[config.mk]
export PLATFORM = sky130hd
export DESIGN_NAME = debounced_pulse_series_counter_core
export DESIGN_NICKNAME = d
export VERILOG_FILES = /design/src/rtl/dpsc_pkg.sv /design/src/rtl/dpsc_step.sv /design/src/rtl/debounced_pulse_series_counter_core.sv
export SDC_FILE = /design/constraint.sdc
export NUM_CORES = 1
export LEC_CHECK = 0
export BUFFER_PORTS_ARGS = -buffer_cell sky130_fd_sc_hd__buf_2
export CAP_MARGIN = 20
export CORE_MARGIN = 1
export CORE_UTILIZATION = 42
export CTS_CLUSTER_DIAMETER = 60
export DETAILED_ROUTE_END_ITERATION = 6
export PLACE_DENSITY = 0.58
export SYNTH_ARGS = -nofsm -noshare
export SYNTH_HDL_FRONTEND = slang
export SYNTH_HIERARCHICAL = 1
export SYNTH_SLANG_ARGS = --single-unit
[constraint.sdc]
create_clock -name clk -period 10 [get_ports clk]
set_input_delay 0 -clock clk [delete_from_list [all_inputs] [get_ports clk]]
set_output_delay 0 -clock clk [all_outputs]
set_load 0.01 [all_outputs]
[src/rtl/dpsc_pkg.sv]
`default_nettype none

package dpsc_pkg;

  // Width of the millisecond counters
  localparam int TIME_BITS = 16;
  // Largest series count that is taken as a preset
  localparam int MAX_PRESET = 10;

  localparam int CFG_BITS   = 16;
  localparam int COUNT_BITS = 4;
  localparam int CMP_BITS   = (TIME_BITS > CFG_BITS) ? TIME_BITS : CFG_BITS;

  localparam logic [TIME_BITS-1:0]  TIME_MAX  = {TIME_BITS{1'b1}};
  localparam logic [COUNT_BITS-1:0] COUNT_MAX = {COUNT_BITS{1'b1}};
  localparam logic [COUNT_BITS-1:0] PRESET_MAX = COUNT_BITS'(MAX_PRESET);

  // Register indexes
  localparam logic [1:0] REG_MIN_PULSE = 2'd0;
  localparam logic [1:0] REG_MAX_PULSE = 2'd1;
  localparam logic [1:0] REG_TIMEOUT   = 2'd2;
  localparam logic [1:0] REG_DEBOUNCE  = 2'd3;

  localparam logic [CFG_BITS-1:0] MIN_PULSE_RST = 16'd100;
  localparam logic [CFG_BITS-1:0] MAX_PULSE_RST = 16'd200;
  localparam logic [CFG_BITS-1:0] TIMEOUT_RST   = 16'd400;
  localparam logic [CFG_BITS-1:0] DEBOUNCE_RST  = 16'd5;

  // Transaction kinds
  localparam logic FUNC_TICK  = 1'b0;
  localparam logic FUNC_CLEAR = 1'b1;

  typedef struct packed {
    logic [CFG_BITS-1:0] min_pulse;
    logic [CFG_BITS-1:0] max_pulse;
    logic [CFG_BITS-1:0] timeout;
    logic [CFG_BITS-1:0] debounce;
  } cfg_t;

  typedef struct packed {
    logic                  last_raw;
    logic [TIME_BITS-1:0]  since_change;
    logic                  stable_level;
    logic                  level_valid;
    logic                  pulse_low;
    logic [TIME_BITS-1:0]  pulse_length;
    logic                  series_active;
    logic [COUNT_BITS-1:0] series_count;
    logic [TIME_BITS-1:0]  gap_length;
    logic [COUNT_BITS-1:0] confirmed;
  } state_t;

  typedef struct packed {
    logic                  level_stable;
    logic                  series_open;
    logic                  preset_updated;
    logic [COUNT_BITS-1:0] preset;
  } result_t;

  localparam state_t STATE_RST = '{
    last_raw:      1'b1,
    since_change:  TIME_MAX,
    stable_level:  1'b1,
    level_valid:   1'b0,
    pulse_low:     1'b0,
    pulse_length:  '0,
    series_active: 1'b0,
    series_count:  '0,
    gap_length:    '0,
    confirmed:     '0
  };

  function automatic logic [TIME_BITS-1:0] sat_inc(input logic [TIME_BITS-1:0] v);
    return (v == TIME_MAX) ? v : v + 1'b1;
  endfunction

endpackage

`default_nettype wire

[src/rtl/dpsc_step.sv]
`default_nettype none

// One tick (or clear) of the detector: next state and result.
module dpsc_step (
  input  wire  dpsc_pkg::cfg_t   cfg,
  input  wire  dpsc_pkg::state_t st,
  input  wire                    func,
  input  wire                    raw_level,
  output dpsc_pkg::state_t       st_nxt,
  output dpsc_pkg::result_t      res
);

  logic updated;
  logic in_window;
  logic [dpsc_pkg::CMP_BITS-1:0] len_ext;

  always_comb begin
    st_nxt    = st;
    updated   = 1'b0;
    len_ext   = '0;
    in_window = 1'b0;
    if (func == dpsc_pkg::FUNC_CLEAR) begin
      st_nxt.series_active = 1'b0;
      st_nxt.series_count  = '0;
      st_nxt.confirmed     = '0;
      st_nxt.pulse_low     = 1'b0;
      st_nxt.level_valid   = 1'b0;
      st_nxt.pulse_length  = '0;
      st_nxt.gap_length    = '0;
    end else begin
      if (raw_level != st.last_raw) begin
        st_nxt.last_raw     = raw_level;
        st_nxt.since_change = '0;
      end else begin
        st_nxt.since_change = dpsc_pkg::sat_inc(st.since_change);
      end
      if (st.pulse_low) begin
        st_nxt.pulse_length = dpsc_pkg::sat_inc(st.pulse_length);
      end
      if (st.series_active) begin
        st_nxt.gap_length = dpsc_pkg::sat_inc(st.gap_length);
      end

      len_ext   = dpsc_pkg::CMP_BITS'(st_nxt.pulse_length);
      in_window = (len_ext >= dpsc_pkg::CMP_BITS'(cfg.min_pulse)) &&
                  (len_ext <= dpsc_pkg::CMP_BITS'(cfg.max_pulse));

      if (dpsc_pkg::CMP_BITS'(st_nxt.since_change) >= dpsc_pkg::CMP_BITS'(cfg.debounce)) begin
        if (!st.level_valid) begin
          // first stable level is captured, not an edge
          st_nxt.stable_level = st_nxt.last_raw;
          st_nxt.level_valid  = 1'b1;
        end else if (st_nxt.last_raw != st.stable_level) begin
          st_nxt.stable_level = st_nxt.last_raw;
          if (!st_nxt.last_raw) begin
            st_nxt.pulse_low    = 1'b1;
            st_nxt.pulse_length = '0;
          end else if (st.pulse_low) begin
            if (in_window) begin
              if (!st.series_active) begin
                st_nxt.series_active = 1'b1;
                st_nxt.series_count  = dpsc_pkg::COUNT_BITS'(1);
              end else if (st.series_count < dpsc_pkg::COUNT_MAX) begin
                st_nxt.series_count = st.series_count + 1'b1;
              end
              st_nxt.gap_length = '0;
            end else begin
              st_nxt.series_active = 1'b0;
              st_nxt.series_count  = '0;
            end
            st_nxt.pulse_low = 1'b0;
          end
        end
      end

      if (st_nxt.series_active && !st_nxt.pulse_low &&
          (dpsc_pkg::CMP_BITS'(st_nxt.gap_length) > dpsc_pkg::CMP_BITS'(cfg.timeout))) begin
        if ((st_nxt.series_count != '0) && (st_nxt.series_count <= dpsc_pkg::PRESET_MAX)) begin
          st_nxt.confirmed = st_nxt.series_count;
          updated          = 1'b1;
        end
        st_nxt.series_active = 1'b0;
        st_nxt.series_count  = '0;
      end
    end

    res.preset         = st_nxt.confirmed;
    res.preset_updated = updated;
    res.series_open    = st_nxt.series_active;
    res.level_stable   = st_nxt.stable_level;
  end

endmodule

`default_nettype wire

[src/rtl/debounced_pulse_series_counter_core.sv]
`default_nettype none

// Debounced pulse-series counter. Feed one transaction per millisecond tick
// carrying the raw active-low pin level (tuser = 0), or a clear command
// (tuser = 1); every input transaction yields exactly one result transaction.
// The level is debounced over debounce_ms ticks, the first stable level after
// reset or clear is only captured, and each low pulse whose length lies in
// [min_pulse_ms, max_pulse_ms] adds to the series count, while any other pulse
// drops the series. Once more than series_timeout_ms ticks pass after the last
// good pulse, a count of 1 to MAX_PRESET becomes the confirmed preset and
// preset_updated is set for that one result. Rate: one transaction per clock
// unless the consumer stalls; the whole tick update is a single combinational
// pass into the state and result registers, and the result register accepts a
// new transaction in the same cycle its old one is taken. The user must write
// registers over APB only while idle; the block itself does not enforce it.
module debounced_pulse_series_counter_core (
  input  wire         clk,
  input  wire         rst_n,
  // input stream
  input  wire         in_tvalid,
  output logic        in_tready,
  input  wire  [7:0]  in_tdata,    // [0] raw_level, [7:1] zero
  input  wire  [0:0]  in_tuser,    // [0] func: 0 tick, 1 clear
  // result stream
  output logic        out_tvalid,
  input  wire         out_tready,
  output logic [7:0]  out_tdata,   // [3:0] preset, [4] preset_updated,
                                   // [5] series open, [6] level_stable, [7] zero
  // configuration
  input  wire         cfg_psel,
  input  wire         cfg_penable,
  input  wire         cfg_pwrite,
  input  wire  [3:0]  cfg_paddr,
  input  wire  [31:0] cfg_pwdata,
  output logic [31:0] cfg_prdata,
  output logic        cfg_pready
);

  dpsc_pkg::cfg_t    cfg_r;
  dpsc_pkg::state_t  st_r;
  dpsc_pkg::state_t  st_nxt;
  dpsc_pkg::result_t res_nxt;
  dpsc_pkg::result_t res_r;
  logic              out_valid_r;
  logic              in_accept;
  logic              cfg_write;
  logic [1:0]        cfg_index;

  // --- configuration: index from word address, upper half of pwdata ignored
  assign cfg_pready = 1'b1;
  assign cfg_index  = cfg_paddr[3:2];
  assign cfg_write  = cfg_psel && cfg_penable && cfg_pwrite && cfg_pready;

  always_ff @(posedge clk) begin
    if (!rst_n) begin
      cfg_r.min_pulse <= dpsc_pkg::MIN_PULSE_RST;
      cfg_r.max_pulse <= dpsc_pkg::MAX_PULSE_RST;
      cfg_r.timeout   <= dpsc_pkg::TIMEOUT_RST;
      cfg_r.debounce  <= dpsc_pkg::DEBOUNCE_RST;
    end else if (cfg_write) begin
      case (cfg_index)
        dpsc_pkg::REG_MIN_PULSE: cfg_r.min_pulse <= cfg_pwdata[15:0];
        dpsc_pkg::REG_MAX_PULSE: cfg_r.max_pulse <= cfg_pwdata[15:0];
        dpsc_pkg::REG_TIMEOUT:   cfg_r.timeout   <= cfg_pwdata[15:0];
        dpsc_pkg::REG_DEBOUNCE:  cfg_r.debounce  <= cfg_pwdata[15:0];
        default: ;
      endcase
    end
  end

  always_comb begin
    case (cfg_index)
      dpsc_pkg::REG_MIN_PULSE: cfg_prdata = {16'd0, cfg_r.min_pulse};
      dpsc_pkg::REG_MAX_PULSE: cfg_prdata = {16'd0, cfg_r.max_pulse};
      dpsc_pkg::REG_TIMEOUT:   cfg_prdata = {16'd0, cfg_r.timeout};
      dpsc_pkg::REG_DEBOUNCE:  cfg_prdata = {16'd0, cfg_r.debounce};
      default:                 cfg_prdata = '0;
    endcase
  end

  // --- stream handshake: a held result never blocks the next transaction
  // when the consumer takes it in the same cycle
  assign in_tready = !out_valid_r || out_tready;
  assign in_accept = in_tvalid && in_tready;

  dpsc_step u_step (
    .cfg       (cfg_r),
    .st        (st_r),
    .func      (in_tuser[0]),
    .raw_level (in_tdata[0]),
    .st_nxt    (st_nxt),
    .res       (res_nxt)
  );

  // detector state advances only on an accepted transaction
  always_ff @(posedge clk) begin
    if (!rst_n) begin
      st_r <= dpsc_pkg::STATE_RST;
    end else if (in_accept) begin
      st_r <= st_nxt;
    end
  end

  always_ff @(posedge clk) begin
    if (!rst_n) begin
      out_valid_r <= 1'b0;
    end else if (in_accept) begin
      out_valid_r <= 1'b1;
    end else if (out_tready) begin
      out_valid_r <= 1'b0;
    end
  end

  // result payload, no reset needed
  always_ff @(posedge clk) begin
    if (in_accept) begin
      res_r <= res_nxt;
    end
  end

  assign out_tvalid = out_valid_r;
  assign out_tdata  = {1'b0, res_r.level_stable, res_r.series_open,
                       res_r.preset_updated, res_r.preset};

`ifndef SYNTHESIS
  a_update_in_range: assert property (@(posedge clk) disable iff (!rst_n)
    (out_valid_r && res_r.preset_updated) |->
      ((res_r.preset != '0) && (res_r.preset <= dpsc_pkg::PRESET_MAX)))
    else $error("preset reported outside its range");

  a_idle_count_zero: assert property (@(posedge clk) disable iff (!rst_n)
    !st_r.series_active |-> (st_r.series_count == '0))
    else $error("series count held without an open series");

  a_clear_effect: assert property (@(posedge clk) disable iff (!rst_n)
    (in_accept && (in_tuser[0] == dpsc_pkg::FUNC_CLEAR)) |=>
      (!st_r.level_valid && (st_r.confirmed == '0) && !st_r.series_active))
    else $error("clear left detector state behind");

  a_result_not_dropped: assert property (@(posedge clk) disable iff (!rst_n)
    $fell(out_valid_r) |-> $past(out_tready))
    else $error("result dropped before being taken");
`endif

endmodule

`default_nettype wire
# Word level (Yosys, flattened, before mapping)
# Index checks and enable logic that the tools add are counted.
dict set report totals {
  ff_bits 133
  in_bits 52
  output_inout_bits 43
  wordCells 93
}
dict set report classes {
  addsub 4
  n_lt_le_gt_ge 6
  eq_ne 8
  n_mux 33
  n_bitwise 2
  reduce_logical 21
}
# op count
set ops {}
lappend ops {{$mux 16} 10}
lappend ops {{$pmux 32 s4} 1}
lappend ops {{$mux 40} 2}
lappend ops {{$mux 38} 2}
lappend ops {{$add 16x1->16 const B} 3}
lappend ops {{$eq 16x16->1 const B} 3}
lappend ops {{$mux 43} 1}
lappend ops {{$mux 21} 2}
lappend ops {{$ge 16x16->1} 2}
lappend ops {{$gt 16x16->1} 1}
lappend ops {{$le 16x16->1} 1}
lappend ops {{$mux 4} 4}
lappend ops {{$reduce_and 2->1} 6}
lappend ops {{$mux 5} 2}
lappend ops {{$mux 1} 9}
lappend ops {{$logic_and 1x1->1} 7}
lappend ops {{$add 4x1->4 const B} 1}
lappend ops {{$eq 2x2->1 const B} 2}
lappend ops {{$le 4x4->1 const B} 1}
lappend ops {{$lt 4x4->1 const B} 1}
lappend ops {{$reduce_bool 2->1} 2}
lappend ops {{$reduce_bool 4->1} 1}
lappend ops {{$eq 2x1->1 const B} 1}
lappend ops {{$logic_not 1->1} 2}
lappend ops {{other kinds (5)} 7}

# Logic depth before layout (Yosys ltp)
# Gate-level depths: netlist (run 1).
dict set report logic_depth {
  depth_word 18
  depth_mapped 33
  depth_no_buf 28
}

# Cells and area by module
# Netlist (run 1), hierarchy kept.
# mod n_inst cells_per_inst area_each_um2 seq_area_each_um2
set by_module_without_submodules {}
lappend by_module_without_submodules {debounced_pulse_series_counter_core 1 570 5454.0 2732.6}
lappend by_module_without_submodules {dpsc_step 1 558 3807.4 0.0}

# Least setup slack after synthesis (run 1)
# No wires, ideal clock.
dict set report synth_path {
  kind {flip-flop to flip-flop}
  start {reg st_r[47] (netlist bit)}
  end {reg st_r[1] (netlist bit)}
  setup_ns 0.070
  arrival_time_ns 6.127
  t_required_ns 9.930
  path_slack_ns 3.803
  stages_incl_launch_ff 34
  path_buffers 5
  period_less_slack_ns 6.197
  path_cell_list {dfxtp_1 -> and4_1 -> and3_1 -> and4_1 -> clkbuf_1 -> nand3b_1 -> and3_1 -> nand3_1 -> xnor2_1 -> and2_1 -> ha_1 -> a21o_1 -> a221o_1 -> a2111oi_4 -> o41ai_4 -> nand2_2 -> nor2b_1 -> clkbuf_1 -> buf_1 -> nor2_1 -> ha_1 -> nor2b_1 -> o21ai_0 -> nand2b_1 -> a211oi_1 -> o211ai_1 -> a221o_1 -> o2111a_1 -> buf_2 -> and2_1 -> a221oi_1 -> buf_4 -> nand3_1 -> a21oi_1}
}
# element line
set synth_rtl {}
lappend synth_rtl {{start: declaration} debounced_pulse_series_counter_core.sv:40} ;# dpsc_pkg::state_t st_r;
lappend synth_rtl {{start signal: assignment} debounced_pulse_series_counter_core.sv:98} ;# st_r <= dpsc_pkg::STATE_RST;
lappend synth_rtl {{start signal: assignment} debounced_pulse_series_counter_core.sv:100} ;# st_r <= st_nxt;

==> results.py, run 1 <==
metrics = {
    "job": {
        "cap_viol_max_count": 0,
    },
    "clocking": {
        "tritoncts": "yes",
        "clk_transition_reported_paths_ns": 0.06,
        "cts.root.buffer_cell": "sky130_fd_sc_hd__clkbuf_16",
        "clock_tree.htree_level_count": 4,
        "cts_max_path_buffers": 2,
        "cts_num_sinks": 133,
        "postCtsResizedCells": 0,
        "clkLatencyLatePin_ns": 0.43,
        "tritoncts.num_buffers": 17,
    },
    "floorplan": {
        "core_area_sq_um": 21300,
        "num_io_pins": 95,
        "fp.dieW_um": 150,
        "die_h_um": 150,
        "die_area_sq_um": 22600,
        "floorplan.rows": 53,
        "floorplan.initialDensity": 0.435,
    },
    "sta": {
        "worst_clock_skew_on_the_final_layout_ns": 0.0136,
        "count_of_final_hold_check_violations": 0,
        "post-route-min-period_ns": 6.79,
        "slew_headroom": 0.249,
        "rsz0062_at_grt": "false",
        "worst-slew-pin-transition_ns": 1.13,
        "slew_viol_final": 0,
        "fmaxAchievable_mhz": 147,
        "timing.final.setup_violations": 0,
        "final_min_period_over_clock_period": 0.679,
        "tns_ns": 0,
    },
    "grt": {
        "antenna_found_initial": 0,
        "first_global_vias": 7505,
        "grt_first_pass_wirelength_um": 39900,
        "grt_max_degree": 73,
        "globalRouteTotalUtil": 0.227,
        "globalRoute.totalOverflow": 0,
    },
    "power_and_ir_drop": {
        "power_leakage_uw": 0.00423,
        "vdd_ir_drop_max_mv": 0.119,
        "powerDensity_nw_per_um2": 133,
    },
    "yosys": {
        "synth_top_area_frac": 0.272,
        "synth_largest_area_cell": "sky130_fd_sc_hd__dfxtp_1",
        "post_synth.cell_area_avg_sq_um": 8.21,
        "synth_sequential_area_ratio": 0.295,
        "dominantRegCellSynth": "sky130_fd_sc_hd__dfxtp_1",
        "netlist_cell_types": 77,
        "synth_cells": 1128,
        "synthMostInstantiatedCell": "sky130_fd_sc_hd__dfxtp_1",
        "netlist_area_sq_um": 9260,
        "synth.top_cells.by_area": "sky130_fd_sc_hd__dfxtp_1 (27%), sky130_fd_sc_hd__ha_1 (9.7%), sky130_fd_sc_hd__mux2i_1 (6.7%), sky130_fd_sc_hd__nand3_1 (5.6%), sky130_fd_sc_hd__nand2_1 (4.6%)",
        "synth_edf_count": 7,
        "postSynthRegisterBits": 133,
        "yosys_warnings": 6,
        "postSynth.asyncResetShare": 0,
        "synth.cells.most_frequent": "sky130_fd_sc_hd__dfxtp_1 (126), sky130_fd_sc_hd__nand2_1 (114), sky130_fd_sc_hd__nand3_1 (103)",
    },
    "finish": {
        "final_layout_size_suffix_gt1_frac": 0.121,
        "n_antenna_cell": 0,
        "areaGrowthSynthToFinish_pct": 10.8,
        "finish.utilization": 0.482,
        "fillers": 2106,
        "layout.nets": 1271,
    },
    "critical_path": {
        "crit_slowest_cell": "sky130_fd_sc_hd__a2111oi_4",
        "crit_path_max_fanout": 29,
        "worstSetupStartpointType": "flip-flop",
        "critical_path.top_delay_family": "simple AND/OR/NAND/NOR gates",
        "worst-path-buf-inv": 1,
        "cp_data_arrival_time_ns": 7.14,
        "max_stage_delay_ns": 0.47,
        "critPathKind": "reg -> reg",
        "crit_path_end_kind": "flip-flop",
        "critPathRequiredTime_ns": 10.35,
    },
    "routing": {
        "vias": 7957,
        "number_of_antenna_violating_nets_in_the_routed_design": 0,
        "drt_wl_total_um": 24900,
        "initialDrtViolationCount": 516,
        "route.detailed.wl_per_inst_um": 17.3,
        "route.detailed.drc": 0,
        "vias_per_cell": 5.54,
        "drtPass1Iterations": 6,
    },
    "placed_design": {
        "globalplace.congestion": 0.841,
        "count_of_input_and_output_buffers": 51,
        "place_hpwl_um": 16800,
    },
    "outcome": {
        "run_status": "completed",
    },
    "worst_hold_path": {
        "hold_class": "in -> reg",
    },
}
==> metrics by stage <==
stage	std cells	hold slack, ns	total power [uW]	setup WS (ns)	cell area, sq um
global placement	1384	0.289	771	3.37	9500
detailed placement	1384	0.298	774	3.32	9500
CTS	1434	0.00306	1380	3.28	10200
finish	1435	0.0231	1370	3.21	10300
global route	1435	0.0339	1430	2.71	10300
floorplan	1144	0.161	728	3.80	9320
==> per-layer routing <==
| metal | global-route usage | vias up | wire, um |
|---|---|---|---|
| met1 | 0.320 | 3770 | 12100 |
| met5 | 0 | - | 0 |
| met2 | 0.363 | 161 | 11300 |
| met3 | 0.0327 | 20 | 1210 |
| met4 | 0.0520 | 0 | 269 |
| li1 | - | 4006 | - |
==> final timing paths <==
path	slack, ns	start	end	cells past startpoint
worst max-delay path	3.21	st_r[47]	st_r[24]	29
worst min-delay path	0.02	cfg_penable	cfg_r[50]	4
worst max register to register	3.21	st_r[47]	st_r[24]	29
worst min register to register	0.47	cfg_r[33]	cfg_r[33]	2
==> cell type report <==
class / instances / area, sq um / share of cell area
Multi-Input combinational cell: 839 / 5820 / 0.567
Sequential cell: 133 / 2730 / 0.266
Timing Repair Buffer: 78 / 523 / 0.0510
Clock buffer: 18 / 439 / 0.0428
Tap cell: 275 / 344 / 0.0335
Inverter: 78 / 293 / 0.0285
Clock inverter: 14 / 114 / 0.0111
==> worst reg2reg max path: cells and delay by family (launching register included) <==
kind / cells / cell delay, ns
buf+inv: 1 / 0.23
flops: 1 / 0.44
simple gates: 14 / 2.82
xor+xnor: 1 / 0.10
fa+ha+maj: 2 / 0.42
compound gates: 11 / 2.74
==> sequential cells by signal, indices dropped and copies added (netlist names) <==
register and cells:
out_tvalid 1, out_tdata 7, st_r 61, cfg_r 64
==> power breakdown <==
| group | total, uW | switching, uW | internal (uW) |
|---|---|---|---|
| sequential | 561 | 13.8 | 547 |
| combinational | 208 | 126 | 82.6 |
| clock | 598 | 268 | 330 |
==> placed cells by master (no fill, tap or decap), drive strengths merged, types with 16 or more instances in the layout <==
cell type	instances
dfxtp	126
nand2	115
nand3	104
inv	87
o21ai	79
a21oi	73
ha	72
mux2i	62
buf	60
nor2	50
nor2b	27
nand4	20
conb	18
dlygate4sd3	18
clkbuf	18
xor2	17
nor3	17
mux4	16
xnor2	16
==> repair_timing <==
action	in CTS	in global routing
hold buffers	18	0
setup buffers	0	0
endpoints found under the hold margin	82	0
==> cell families (layout without fill, tap and decap cells) <==
logic type,Yosys count,count (layout),share of synthesized area
AND/OR/NAND/NOR,397,397,0.217
AO/OA/AOI/OAI,230,230,0.155
buffers and inverters,172,188,0.0844
adder cells (fa/ha/maj),72,72,0.0973
XOR/XNOR,33,33,0.0312
flip-flops,133,133,0.295
multiplexers,89,89,0.119
other,2,18,0.000811
Note: power is estimated with default switching activity, not from simulation.
==> inputs of run 2 (changes only) <==
--- a/config.mk
+++ b/config.mk
@@ -11,7 +11,7 @@
 export CORE_UTILIZATION = 42
 export CTS_CLUSTER_DIAMETER = 60
 export DETAILED_ROUTE_END_ITERATION = 6
-export PLACE_DENSITY = 0.58
+export PLACE_DENSITY = 0.6
 export SYNTH_ARGS = -nofsm -noshare
 export SYNTH_HDL_FRONTEND = slang
 export SYNTH_HIERARCHICAL = 1
==> constraint.sdc (replaced) <==
create_clock -name clk -period 5.75 [get_ports clk]
set_input_delay 0 -clock clk [delete_from_list [all_inputs] [get_ports clk]]
set_output_delay 0 -clock clk [all_outputs]
set_load 0.01 [all_outputs]
==> run 2 against run 1 <==
  * Clock skew grew 0.00076 ns
  * Clock power up 91%
  * Design area up 7.4%
  * Sequential power is 73% higher
  * Die area unchanged
  * Largest cell class unchanged
==> results.py, run 2 (synthesized netlist as in run 1, its figures left out) <==
metrics = {
    "critical_path": {
        "crit_path_end_kind": "flip-flop",
        "critPathRequiredTime_ns": 6.09,
        "cp_data_arrival_time_ns": 5.79,
        "crit_path_max_fanout": 8,
        "worstSetupStartpointType": "flip-flop",
        "critPathKind": "reg -> reg",
        "max_stage_delay_ns": 0.42,
        "crit_slowest_cell": "sky130_fd_sc_hd__a2111oi_4",
    },
    "routing": {
        "initialDrtViolationCount": 482,
        "vias_per_cell": 5.60,
        "drt_wl_total_um": 25800,
        "drtPass1Iterations": 5,
        "route.detailed.drc": 0,
        "vias": 8361,
        "number_of_antenna_violating_nets_in_the_routed_design": 0,
        "route.detailed.wl_per_inst_um": 17.3,
    },
    "clocking": {
        "cts_num_sinks": 133,
        "cts_max_path_buffers": 2,
        "tritoncts.num_buffers": 17,
        "tritoncts": "yes",
        "cts.root.buffer_cell": "sky130_fd_sc_hd__clkbuf_16",
        "clock_tree.htree_level_count": 4,
        "clk_transition_reported_paths_ns": 0.06,
        "clkLatencyLatePin_ns": 0.43,
    },
    "finish": {
        "final_layout_size_suffix_gt1_frac": 0.202,
        "n_antenna_cell": 0,
        "mostFrequentLayoutCells": "sky130_fd_sc_hd__dfxtp_1 (119), sky130_fd_sc_hd__nand2_1 (114), sky130_fd_sc_hd__nand3_1 (100)",
        "final_common_cell": "sky130_fd_sc_hd__dfxtp_1",
        "multi_input_gate_area_in_the_final_layout_sq_um": 6020,
        "layout.area.seq_sq_um": 2740,
        "layout.nets": 1331,
        "fillers": 1972,
        "areaGrowthSynthToFinish_pct": 19.0,
        "largest_reg_flops": 64,
        "most_flops_register": "cfg_r",
    },
    "grt": {
        "grt_max_degree": 70,
        "grt_first_pass_wirelength_um": 40500,
        "globalRouteTotalUtil": 0.231,
        "globalRoute.totalOverflow": 0,
        "first_global_vias": 7723,
        "antenna_found_initial": 0,
    },
    "sta": {
        "slew_headroom": 0.285,
        "tns_ns": 0,
        "timing.final.setup_violations": 0,
        "worst_clock_skew_on_the_final_layout_ns": 0.0144,
        "final_min_period_over_clock_period": 0.948,
        "fmaxAchievable_mhz": 183,
        "setup_slack_ns": 0.300,
        "slew_viol_final": 0,
        "post-route-min-period_ns": 5.45,
        "worst-slew-pin-transition_ns": 1.07,
        "count_of_final_hold_check_violations": 0,
    },
    "power_and_ir_drop": {
        "power_leakage_uw": 0.00461,
        "vdd_ir_drop_max_mv": 0.204,
        "powerDensity_nw_per_um2": 228,
    },
    "floorplan": {
        "floorplan.rows": 53,
        "num_io_pins": 95,
        "fp.dieW_um": 150,
        "core_area_sq_um": 21300,
        "die_area_sq_um": 22600,
        "floorplan.initialDensity": 0.435,
        "die_h_um": 150,
    },
    "placed_design": {
        "place_hpwl_um": 17700,
        "post-place-ws_ns": -0.124,
        "count_of_input_and_output_buffers": 51,
        "globalplace.congestion": 0.883,
    },
    "job": {
        "cap_viol_max_count": 0,
    },
    "worst_hold_path": {
        "hold_class": "in -> reg",
    },
    "outcome": {
        "run_status": "completed",
    },
}
[run 2: worst paths after layout]
path              from        end  slack [ns]  cells past startpoint
max           st_r[50]    st_r[2]        0.30                     28
max reg2reg   st_r[50]    st_r[2]        0.30                     28
min              rst_n   st_r[55]       0.007                      2
min reg2reg  cfg_r[37]  cfg_r[37]        0.47                      2
[run 2: through the flow]
| stage | util | area, sq um | hold WS, ns | total power [uW] | instances |
|---|---|---|---|---|---|
| 2_1_floorplan | - | 9370 | 0.161 | 1270 | 1144 |
| 3_3_place_gp | 0.466 | 9920 | 0.288 | 1360 | 1434 |
| 3_5_place_dp | 0.467 | 9940 | 0.295 | 1370 | 1435 |
| 4_1_cts | 0.504 | 10700 | 0.0120 | 2510 | 1483 |
| 5_1_grt | 0.518 | 11000 | 0.0248 | 2620 | 1494 |
| 6_report | 0.518 | 11000 | 0.00731 | 2520 | 1494 |
[run 2: critical path: cells and delay by family (launching register included)]
kind / cells / cell delay, ns
DFF: 1 / 0.33
AOI/OAI and AO/OA: 9 / 2.10
and+or+nand+nor: 13 / 2.10
adders and majority gates: 2 / 0.33
buffers and inverters: 3 / 0.41
xor gates and xnor gates: 1 / 0.08
[run 2: area by class of cell]
type,instances,area share
clock inverter,14,0.0164
multi-input combinational,839,0.546
sequential,133,0.249
clock buffer,17,0.0386
tap,275,0.0312
inverter,78,0.0266
timing repair buffer,138,0.0923
[run 2: power by group]
part	total (uW)	switching (uW)	internal, uW
logic	402	231	171
clock network	1140	457	685
registers	972	20.2	952
[run 2: routing by layer]
metal  global-route usage  up-vias  routed length, um
met3               0.0358       33               1080
met2                0.367      186              11900
met5                    0        -                  0
met4               0.0854        0                598
li1                     -     4133                  -
met1                0.316     4009              12300
[run 2: repair_timing]
action                     CTS  global route
pin swaps                    1            36
buffers inserted             0             9
hold buffers                17             0
gates resized for setup      9            39
hold endpoints to repair    65             0
gates cloned                 0             1
setup endpoints to repair   12            15
